[src/rtl/assert_macros.svh]
// ----------------------------------------------------------------------------
// Assertion macros shared by the RTL.
// ----------------------------------------------------------------------------
`ifndef ASSERT_MACROS_SVH
`define ASSERT_MACROS_SVH

// The condition must hold at every clock edge outside reset.
`define ASSERT_ALWAYS(lbl, clk, rst_n, cond) \
    lbl: assert property (@(posedge clk) disable iff (!rst_n) (cond)) \
        else $error("assertion failed");

// The consequent must hold in the same cycle as the antecedent.
`define ASSERT_IMPL(lbl, clk, rst_n, ante, cons) \
    lbl: assert property (@(posedge clk) disable iff (!rst_n) (ante) |-> (cons)) \
        else $error("assertion failed");

// The consequent must hold in the cycle after the antecedent.
`define ASSERT_NEXT(lbl, clk, rst_n, ante, cons) \
    lbl: assert property (@(posedge clk) disable iff (!rst_n) (ante) |=> (cons)) \
        else $error("assertion failed");

`endif

[src/rtl/mtsd_pkg.sv]
// ----------------------------------------------------------------------------
// mtsd_pkg
// Types, constants and tree ROM functions for the Morse tree symbol decoder.
// ----------------------------------------------------------------------------
package mtsd_pkg;

    // Field widths.
    localparam int unsigned CODE_W = 5;
    localparam int unsigned NODE_W = 7;
    localparam int unsigned MASK_W = 16;

    // Tree size and special nodes.
    localparam logic [NODE_W-1:0] ROOT_NODE  = 7'd0;
    localparam logic [NODE_W-1:0] TREE_NODES = 7'd67;

    // Valid range of transition codes.
    localparam logic [CODE_W-1:0] CODE_MIN = 5'd1;
    localparam logic [CODE_W-1:0] CODE_MAX = 5'd16;

    // Reset value of the key level mask.
    localparam logic [MASK_W-1:0] MASK_RESET = 16'h00FF;

    // What a transition code does to the tree walk.
    typedef enum logic [2:0] {
        ACT_NONE,
        ACT_DIT,
        ACT_DAH,
        ACT_CHAR,
        ACT_WORD
    } t_action;

    // Decode a transition code into its tree action.
    function automatic t_action code_action(input logic [CODE_W-1:0] code);
        t_action act;
        act = ACT_NONE;
        unique case (code)
            5'd9, 5'd11, 5'd13, 5'd15:   act = ACT_DIT;
            5'd10, 5'd12, 5'd14, 5'd16:  act = ACT_DAH;
            5'd2, 5'd6:                  act = ACT_CHAR;
            5'd3, 5'd4, 5'd7, 5'd8:      act = ACT_WORD;
            default:                     act = ACT_NONE;
        endcase
        return act;
    endfunction

    // Dit link of the tree ROM; zero means no child.
    function automatic logic [NODE_W-1:0] dit_link(input logic [NODE_W-1:0] node);
        logic [NODE_W-1:0] nxt;
        nxt = ROOT_NODE;
        if (node <= 7'd28) begin
            nxt = {node[NODE_W-2:0], 1'b1};
        end else begin
            unique case (node)
                7'd29:   nxt = 7'd54;
                7'd30:   nxt = 7'd56;
                7'd37:   nxt = 7'd58;
                7'd44:   nxt = 7'd59;
                7'd46:   nxt = 7'd66;
                7'd48:   nxt = 7'd61;
                default: nxt = ROOT_NODE;
            endcase
        end
        return nxt;
    endfunction

    // Dah link of the tree ROM; zero means no child.
    function automatic logic [NODE_W-1:0] dah_link(input logic [NODE_W-1:0] node);
        logic [NODE_W-1:0] nxt;
        nxt = ROOT_NODE;
        if (node <= 7'd25) begin
            nxt = {node[NODE_W-2:0], 1'b0} + 7'd2;
        end else begin
            unique case (node)
                7'd30:   nxt = 7'd57;
                7'd33:   nxt = 7'd60;
                7'd41:   nxt = 7'd63;
                7'd61:   nxt = 7'd62;
                7'd64:   nxt = 7'd65;
                default: nxt = ROOT_NODE;
            endcase
        end
        return nxt;
    endfunction

endpackage

[src/rtl/morse_tree_symbol_decoder_top.sv]
// ----------------------------------------------------------------------------
// morse_tree_symbol_decoder_top
// Walks the dit/dah Morse tree one transition code at a time and reports
// completed symbols as tree node numbers.
//
//   Channel  Direction  Handshake              Payload
//   input    in         i_valid / o_stall      i_transition_code
//   result   out        o_valid / i_stall      o_next_node, o_emit_symbol,
//                                              o_symbol_node, o_append_space
//   config   in         i_cfg_we               i_cfg_data
//
// One word is accepted every cycle while o_stall is low; its result passes
// through the input register, then the result register, before it is
// offered on the result channel.
// The tree ROM lookup and the key level compare sit between those registers.
// Reset returns the walk to the root, clears the key level and loads the
// mask with 0x00FF.
// A stall on the result side holds the result register and, once the input
// register is also full, raises o_stall.
// ----------------------------------------------------------------------------
`include "assert_macros.svh"

module morse_tree_symbol_decoder_top (
    input  logic                          i_clk,
    input  logic                          i_rst_n,
    // Input channel.
    input  logic                          i_valid,
    output logic                          o_stall,
    input  logic [mtsd_pkg::CODE_W-1:0]   i_transition_code,
    // Result channel.
    output logic                          o_valid,
    input  logic                          i_stall,
    output logic [mtsd_pkg::NODE_W-1:0]   o_next_node,
    output logic                          o_emit_symbol,
    output logic [mtsd_pkg::NODE_W-1:0]   o_symbol_node,
    output logic                          o_append_space,
    // Configuration.
    input  logic                          i_cfg_we,
    input  logic [mtsd_pkg::MASK_W-1:0]   i_cfg_data
);

    // Input register.
    logic                          r_in_valid;
    logic [mtsd_pkg::CODE_W-1:0]   r_in_code;

    // Walk state and configuration.
    logic [mtsd_pkg::NODE_W-1:0]   r_node;
    logic [mtsd_pkg::NODE_W-1:0]   n_node;
    logic                          r_level;
    logic                          n_level;
    logic [mtsd_pkg::MASK_W-1:0]   r_mask;

    // Result register.
    logic                          r_out_valid;
    logic [mtsd_pkg::NODE_W-1:0]   r_out_next_node;
    logic                          r_out_emit;
    logic [mtsd_pkg::NODE_W-1:0]   r_out_sym;
    logic                          r_out_space;

    // Step logic.
    logic                          out_free;
    logic                          advance;
    logic                          in_take;
    logic                          code_ok;
    logic [3:0]                    mask_idx;
    logic                          code_level;
    mtsd_pkg::t_action             act;
    logic                          n_emit;
    logic [mtsd_pkg::NODE_W-1:0]   n_sym;
    logic                          n_space;

    // Handshake: the result register frees up when empty or being taken.
    assign out_free = !r_out_valid || !i_stall;
    assign advance  = r_in_valid && out_free;
    assign in_take  = i_valid && (!r_in_valid || advance);
    assign o_stall  = r_in_valid && !advance;

    // Key level of the held code, taken from the mask.
    always_comb begin
        code_ok    = (r_in_code >= mtsd_pkg::CODE_MIN) && (r_in_code <= mtsd_pkg::CODE_MAX);
        mask_idx   = 4'(r_in_code - 5'd1);
        code_level = r_mask[mask_idx];
        act        = mtsd_pkg::code_action(r_in_code);
    end

    // Next node, key level and emitted symbol for the held code.
    always_comb begin
        n_node  = r_node;
        n_level = r_level;
        n_emit  = 1'b0;
        n_sym   = mtsd_pkg::ROOT_NODE;
        n_space = 1'b0;
        if (code_ok) begin
            n_level = code_level;
            if (r_node >= mtsd_pkg::TREE_NODES) begin
                n_node = mtsd_pkg::ROOT_NODE;
            end else if (code_level != r_level) begin
                unique case (act)
                    mtsd_pkg::ACT_DIT: begin
                        n_node = mtsd_pkg::dit_link(r_node);
                    end
                    mtsd_pkg::ACT_DAH: begin
                        n_node = mtsd_pkg::dah_link(r_node);
                    end
                    mtsd_pkg::ACT_CHAR: begin
                        n_emit = 1'b1;
                        n_sym  = r_node;
                        n_node = mtsd_pkg::ROOT_NODE;
                    end
                    mtsd_pkg::ACT_WORD: begin
                        n_emit  = 1'b1;
                        n_sym   = r_node;
                        n_space = 1'b1;
                        n_node  = mtsd_pkg::ROOT_NODE;
                    end
                    default: begin
                        n_node = r_node;
                    end
                endcase
            end
        end
    end

    // Control registers: valids, walk state and the key level mask.
    always_ff @(posedge i_clk) begin
        if (!i_rst_n) begin
            r_in_valid  <= 1'b0;
            r_out_valid <= 1'b0;
            r_node      <= mtsd_pkg::ROOT_NODE;
            r_level     <= 1'b0;
            r_mask      <= mtsd_pkg::MASK_RESET;
        end else begin
            if (in_take) begin
                r_in_valid <= 1'b1;
            end else if (advance) begin
                r_in_valid <= 1'b0;
            end
            if (advance) begin
                r_out_valid <= 1'b1;
                r_node      <= n_node;
                r_level     <= n_level;
            end else if (!i_stall) begin
                r_out_valid <= 1'b0;
            end
            if (i_cfg_we) begin
                r_mask <= i_cfg_data;
            end
        end
    end

    // Payload registers.
    always_ff @(posedge i_clk) begin
        if (in_take) begin
            r_in_code <= i_transition_code;
        end
        if (advance) begin
            r_out_next_node <= n_node;
            r_out_emit      <= n_emit;
            r_out_sym       <= n_sym;
            r_out_space     <= n_space;
        end
    end

    assign o_valid        = r_out_valid;
    assign o_next_node    = r_out_next_node;
    assign o_emit_symbol  = r_out_emit;
    assign o_symbol_node  = r_out_sym;
    assign o_append_space = r_out_space;

    // Checks on the walk and the result register.
    `ASSERT_ALWAYS(a_node_in_tree, i_clk, i_rst_n, r_node < mtsd_pkg::TREE_NODES)
    `ASSERT_IMPL(a_emit_at_root, i_clk, i_rst_n, r_out_valid && r_out_emit,
                 r_out_next_node == mtsd_pkg::ROOT_NODE)
    `ASSERT_IMPL(a_space_needs_emit, i_clk, i_rst_n, r_out_valid && r_out_space, r_out_emit)
    `ASSERT_NEXT(a_emit_resets_walk, i_clk, i_rst_n, advance && n_emit,
                 r_node == mtsd_pkg::ROOT_NODE && r_out_valid)

endmodule
[config.mk]
export PLATFORM = sky130hd
export DESIGN_NAME = morse_tree_symbol_decoder_top
export DESIGN_NICKNAME = d
export VERILOG_FILES = /design/src/rtl/mtsd_pkg.sv /design/src/rtl/morse_tree_symbol_decoder_top.sv
export VERILOG_INCLUDE_DIRS = /design/src /design/src/rtl
export SDC_FILE = /design/constraint.sdc
export NUM_CORES = 1
export LEC_CHECK = 0
export BUFFER_PORTS_ARGS = -buffer_cell sky130_fd_sc_hd__buf_2
export CORE_MARGIN = 10
export CORE_UTILIZATION = 55
export DETAILED_ROUTE_END_ITERATION = 8
export PLACE_DENSITY = 0.78
export RECOVER_POWER = 25
export REMOVE_ABC_BUFFERS = 1
export SYNTH_ARGS = -nofsm -noshare
export SYNTH_HDL_FRONTEND = slang
export SYNTH_SLANG_ARGS = --single-unit
[constraint.sdc]
create_clock -name i_clk -period 4.3 [get_ports i_clk]
set_clock_uncertainty 0.05 [all_clocks]
set_input_delay 0.645 -clock i_clk [delete_from_list [all_inputs] [get_ports i_clk]]
set_output_delay 0.645 -clock i_clk [all_outputs]
set_load 0.03 [all_outputs]
# Yosys cells after proc, flatten, opt, wreduce, memory -nomap -nowiden
# Memories as Yosys holds them, arrays and structs flattened. A register that Yosys moved wholly into a read port is not among the register bits.
# Index checks and enable logic that the tools add are counted.
[word_totals] in_bits=26 regBits=47 rom_bits=96 n_memories=1
[memory_table] memory="(no name shown)" depth=32 width=3 rd=1 rd_clocked_by_memory_dff=1 wr=0 line="mtsd_pkg.sv:36" source="unique case (code)"
[op_classes] eq_ne=16 bitwise=3 order_cmp=6 add_sub_neg=2 reduce_logical=15 n_mux=17
[op_table] op="$eq 7x6->1 const B" n=7
[op_table] op="$pmux 7 s6" n=1
[op_table] op="$mux 7" n=5
[op_table] op="$pmux 7 s5" n=1
[op_table] op="$pmux 7 s3" n=1
[op_table] op="$eq 7x5->1 const B" n=2
[op_table] op="$le 7x5->1 const B" n=2
[op_table] op="$add 7x2->7 const B" n=1
[op_table] op="$eq 7x7->1 const B" n=1
[op_table] op="$ge 7x7->1 const B" n=1
[op_table] op="$mux 1" n=7
[op_table] op="$eq 3x2->1 const B" n=2
[op_table] op="$ge 5x1->1 const B" n=1
[op_table] op="$le 5x5->1 const B" n=1
[op_table] op="$lt 4x5->1 const B" n=1
[op_table] op="$mux 5" n=1
[op_table] op="$bmux 1 s4" n=1
[op_table] op="$logic_and 1x1->1" n=4
[op_table] op="$logic_not 1->1" n=4
[op_table] op="$reduce_or 4->1" n=1
[op_table] op="$sub 4x1->4 const B" n=1
[op_table] op="$eq 3x1->1 const B" n=1
[op_table] op="$eq 3x3->1 const B" n=1
[op_table] op="$not 1->1" n=3
[op_table] op="7 further kinds" n=8

# Longest topological paths before layout
[depth] word_depth=7 mapped_depth=10 mapped_depth_nobuf=9

# Least setup slack after synthesis
# Ideal clock, no wire load.
[synth_path] path_type="reg2reg" startpoint="register r_in_code[0] in the netlist's numbering" endpoint="register r_out_next_node (netlist bit o_next_node[0]), data pin" period_less_slack_ps=2754 setup_time_ps=256 t_arrival_ps=2448 stages_incl_launch_ff=11 setup_slack_ps=1546 cell_sequence="edfxtp_1 -> buf_6 -> inv_1 -> ha_1 -> mux4_2 -> mux2i_2 -> mux2i_4 -> xor2_2 -> and3_1 -> buf_6 -> a22o_1"
[synth_between] elab_chain_len=7 elab_cells_between_ends=10 cone_classes="add/sub: 1; order compare: 2; eq/ne: 1; mux: 5; reduce/logical: 1"
[synth_rtl] item="start: declaration" line="morse_tree_symbol_decoder_top.sv:44" source="logic [mtsd_pkg::CODE_W-1:0] r_in_code;"
[synth_rtl] item="start signal: assignment" line="morse_tree_symbol_decoder_top.sv:154" source="r_in_code <= i_transition_code;"
[synth_rtl] item="$sub 4x1->4" line="morse_tree_symbol_decoder_top.sv:81" source="mask_idx = 4'(r_in_code - 5'd1);"
[synth_rtl] item="$bmux 1 s4" line="morse_tree_symbol_decoder_top.sv:82" source="code_level = r_mask[mask_idx];"
[synth_rtl] item="$mux 1 (implied by the code)" line="morse_tree_symbol_decoder_top.sv:82"
[synth_rtl] item="$ne 1x1->1" line="morse_tree_symbol_decoder_top.sv:97" source="end else if (code_level != r_level) begin"
[synth_rtl] item="$mux 7" line="morse_tree_symbol_decoder_top.sv:97"
[synth_rtl] item="$mux 7" line="morse_tree_symbol_decoder_top.sv:95" source="if (r_node >= mtsd_pkg::TREE_NODES) begin"
[synth_rtl] item="$mux 7 *" line="morse_tree_symbol_decoder_top.sv:93" source="if (code_ok) begin"
[synth_rtl] item="net n_node, one bit" line="morse_tree_symbol_decoder_top.sv:48" source="logic [mtsd_pkg::NODE_W-1:0] n_node;"
[synth_rtl] item="end signal: assignment" line="morse_tree_symbol_decoder_top.sv:157" source="r_out_next_node <= n_node;"
[synth_rtl] item="end: declaration" line="morse_tree_symbol_decoder_top.sv:55" source="logic [mtsd_pkg::NODE_W-1:0] r_out_next_node;"
# Mark *: on every way through the listed nets, which the timed path passes. The rest lies on a longest branch. The select of a mux whose other input is x is not followed.
# A chain may end at the register's enable or synchronous reset.

# Worst setup path in the final report
[layout_path] startpoint="register r_in_code[0] in the netlist's numbering" endpoint="register r_out_next_node (netlist bit o_next_node[3]), data pin"
# The elaborated chain is that of the path after synthesis.

==> out/metrics.cfg <==
[run]
maxCapViolCount = 0

[routing]
wl_met3_um = 416
drt_iter0_drc = 131
drc = 0
via_count = 2118
firstDrtPassIters = 4
viasPerCell = 5.65
ant_nets = 0
wl_met2_um = 2810
wl_met1_um = 2680
wl_per_cell_um = 16.0
drt_wl_total_um = 6000
top_layer = met4

[layout]
nNetsFinal = 342
diodes = 0
multi_input_area_sq_um = 1480
drive_gt1_frac = 0.195
seqCellArea_sq_um = 1210
nFillCells = 398
area_growth_syn_to_layout_pct = 11.5

[place]
port_buffers = 43
place_congestion = 0.917
hpwl_um = 4600

[synthesis]
synth_cell_types = 50
yosysWarnings = 0
synth_edf_count = 21
syn_inst = 271
ys_seq_elements = 50
yosys_most_used_dff = dfxtp_1
async_flop_share = 0
syn_avg_cell_area_sq_um = 10.4
ys_seq_area_frac = 0.431
synth_area_sq_um = 2810

[worst_setup_path]
cp_max_fo = 8
cp_slowest_cell = edfxtp_1
worstRegToRegCells = 8
worstPathRequired_ns = 4.31
cp.arrival_ns = 3.07
rr_startpoint = r_in_code[0]
end_kind = register
start_kind = register
r2r_slack_ns = 1.25
crit_chain = inv_1, ha_1, mux4_2, mux2i_2, xor2_1, o221ai_1, nand2_1, a22o_1
startpoint = r_in_code[0]
crit_path_max_incr_delay_ns = 0.57
criticalPathCategory = register to register

[sta]
fin_crit_ns = 3.05
slew_violations = 0
setup_viol = 0
slew_headroom = 0.263
finalCritPeriodShare = 0.710
finalHoldViolations = 0
setup-tns-final_ns = 0
rsz0062_at_grt = no
tightest_slew_ns = 1.11
fmax_mhz = 328

[floorplan]
rows = 25
die_area_sq_um = 8370
die_y_um = 91.5
start_util = 0.579
core_area_sq_um = 4850
ios = 44
die_x_um = 91.5

[clock_network]
cts_buffers = 5
hold_buffers = 0
clock_latency_ns = 0.31
root_buffer = clkbuf_8
postCtsSetupBuffers = 0
cts_buffer_depth = 2
htreeDepth = 2
cts.sinks = 50
cts_tree = yes
cts_resized = 0
clk_pin_slew_ns = 0.09

[pwr]
switching_share = 0.257
powerDensity_nw_per_um2 = 324
p_leak_nw = 1.32
p_int_mw = 0.755
seqPwrFrac = 0.525
clockPowerShare = 0.319
vdd_drop_max_uv = 217
p_total_mw = 1.02
combPwrFrac = 0.155
p_switching_mw = 0.261

[global_routing]
antenna_found_initial = 0
grt_pass1_vias = 2045
overflow = 0
grt_first_pass_wirelength_um = 9900
grt_max_degree = 22
grt_usage = 0.141

[hold_path]
hold_path_class = register to register
min_delay_path_depth = 2
hp-start = r_mask[5]

[outcome]
status = complete, no violations

-- state kept, by name, indices dropped and copies added (netlist names) --
signal,count
r_mask,16
o_next_node,7
o_symbol_node,7
r_node,7
r_in_code,5
act,3
o_append_space,1
o_emit_symbol,1
o_valid,1
r_in_valid,1
r_level,1
-- routing by layer --
metal	vias to the layer above	GRT usage
met4	0	0.0653
met2	74	0.227
met3	7	0.0329
met5	-	0
met1	976	0.175
li1	1061	-
-- synthesized netlist by cell type, drive strengths merged (2+ instances only) --
cell | instances | share of area
a211oi | 2 | 0.0071
xnor2 | 3 | 0.0094
dfxtp | 29 | 0.21
mux2i | 23 | 0.089
ha | 9 | 0.040
nand4 | 2 | 0.0045
mux2 | 4 | 0.016
o31a | 3 | 0.0094
a21oi | 12 | 0.021
a21o | 4 | 0.011
nand3b | 2 | 0.0053
nor3b | 2 | 0.0053
o221ai | 3 | 0.0094
nor3 | 4 | 0.0071
mux4 | 4 | 0.032
nor2 | 15 | 0.020
a32o | 2 | 0.0071
edfxtp | 21 | 0.22
o31ai | 5 | 0.013
a22o | 10 | 0.031
xor2 | 6 | 0.021
nand2 | 22 | 0.029
inv | 11 | 0.015
nor2b | 11 | 0.025
o21ai | 6 | 0.011
clkbuf | 9 | 0.012
and2 | 10 | 0.022
o2bb2ai | 2 | 0.0062
and3 | 6 | 0.013
buf | 5 | 0.015
nand3 | 6 | 0.011
a31oi | 3 | 0.0067
o21a | 3 | 0.0080
-- metrics by stage --
step | hold slack [ns] | worst slack (ns) | instances | utilization | instance area (sq um)
2_1_floorplan | 0.384 | 1.53 | 257 | - | 2730
3_3_place_gp | 0.408 | 1.39 | 367 | 0.626 | 3030
3_5_place_dp | 0.416 | 1.25 | 367 | 0.626 | 3030
4_1_cts | 0.437 | 1.23 | 375 | 0.647 | 3140
5_1_grt | 0.468 | 1.03 | 375 | 0.646 | 3130
6_report | 0.436 | 1.25 | 375 | 0.646 | 3130
-- cell usage in the layout (no fill, tap or decap), types with 4 or more instances in the layout --
cell	n
dfxtp_1	29
a21oi_1	12
buf_2	37
inv_1	11
nor2_1	15
and2_1	10
xor2_1	5
edfxtp_1	21
nand3_1	6
a22o_1	10
o31ai_1	5
ha_1	9
mux2i_1	20
nand2_1	22
mux4_2	4
mux2_2	4
nor3_1	4
a21o_1	4
and3_1	6
o21ai_0	6
clkbuf_1	7
clkbuf_8	5
nor2b_1	11
-- cell type report --
cell class / instances / area share
Multi-Input combinational cell: 196 / 0.473
Sequential cell: 50 / 0.387
Timing Repair Buffer: 43 / 0.0663
Tap cell: 67 / 0.0268
Clock buffer: 6 / 0.0232
Inverter: 11 / 0.0132
Clock inverter: 2 / 0.0108
-- logic make-up after synthesis --
kind of cell,count (synthesis),synth area share
compound gates,60,0.156
xor+xnor,9,0.0307
fa+ha+maj,9,0.0401
buf+inv,25,0.0414
flops,50,0.431
mux,31,0.137
simple gates,87,0.163
-- power groups by stage --
stage                     sequential [mW]  combinational [mW]  clock [mW]
final                               0.534               0.158       0.324
after global routing                0.537               0.174       0.351
after CTS                           0.533               0.159       0.331
after detailed placement            0.544               0.158           0
after global placement              0.543               0.155           0
after floorplan                     0.553               0.102           0
-- critical path: cells and delay by family (launching register included) --
family	cells	cell delay (ns)
DFF	1	0.57
AOI/OAI and AO/OA	2	0.54
muxes	2	0.80
adders and majority gates	1	0.40
buffers and inverters	1	0.12
xor gates and xnor gates	1	0.11
and+or+nand+nor	1	0.22
-- path summary, 6_finish.rpt --
path | end
worst max-delay path | o_next_node[3]
worst min-delay path | r_mask[5]
worst max register to register | o_next_node[3]
worst min register to register | r_mask[5]
Note: power is estimated with default switching activity, not from simulation.
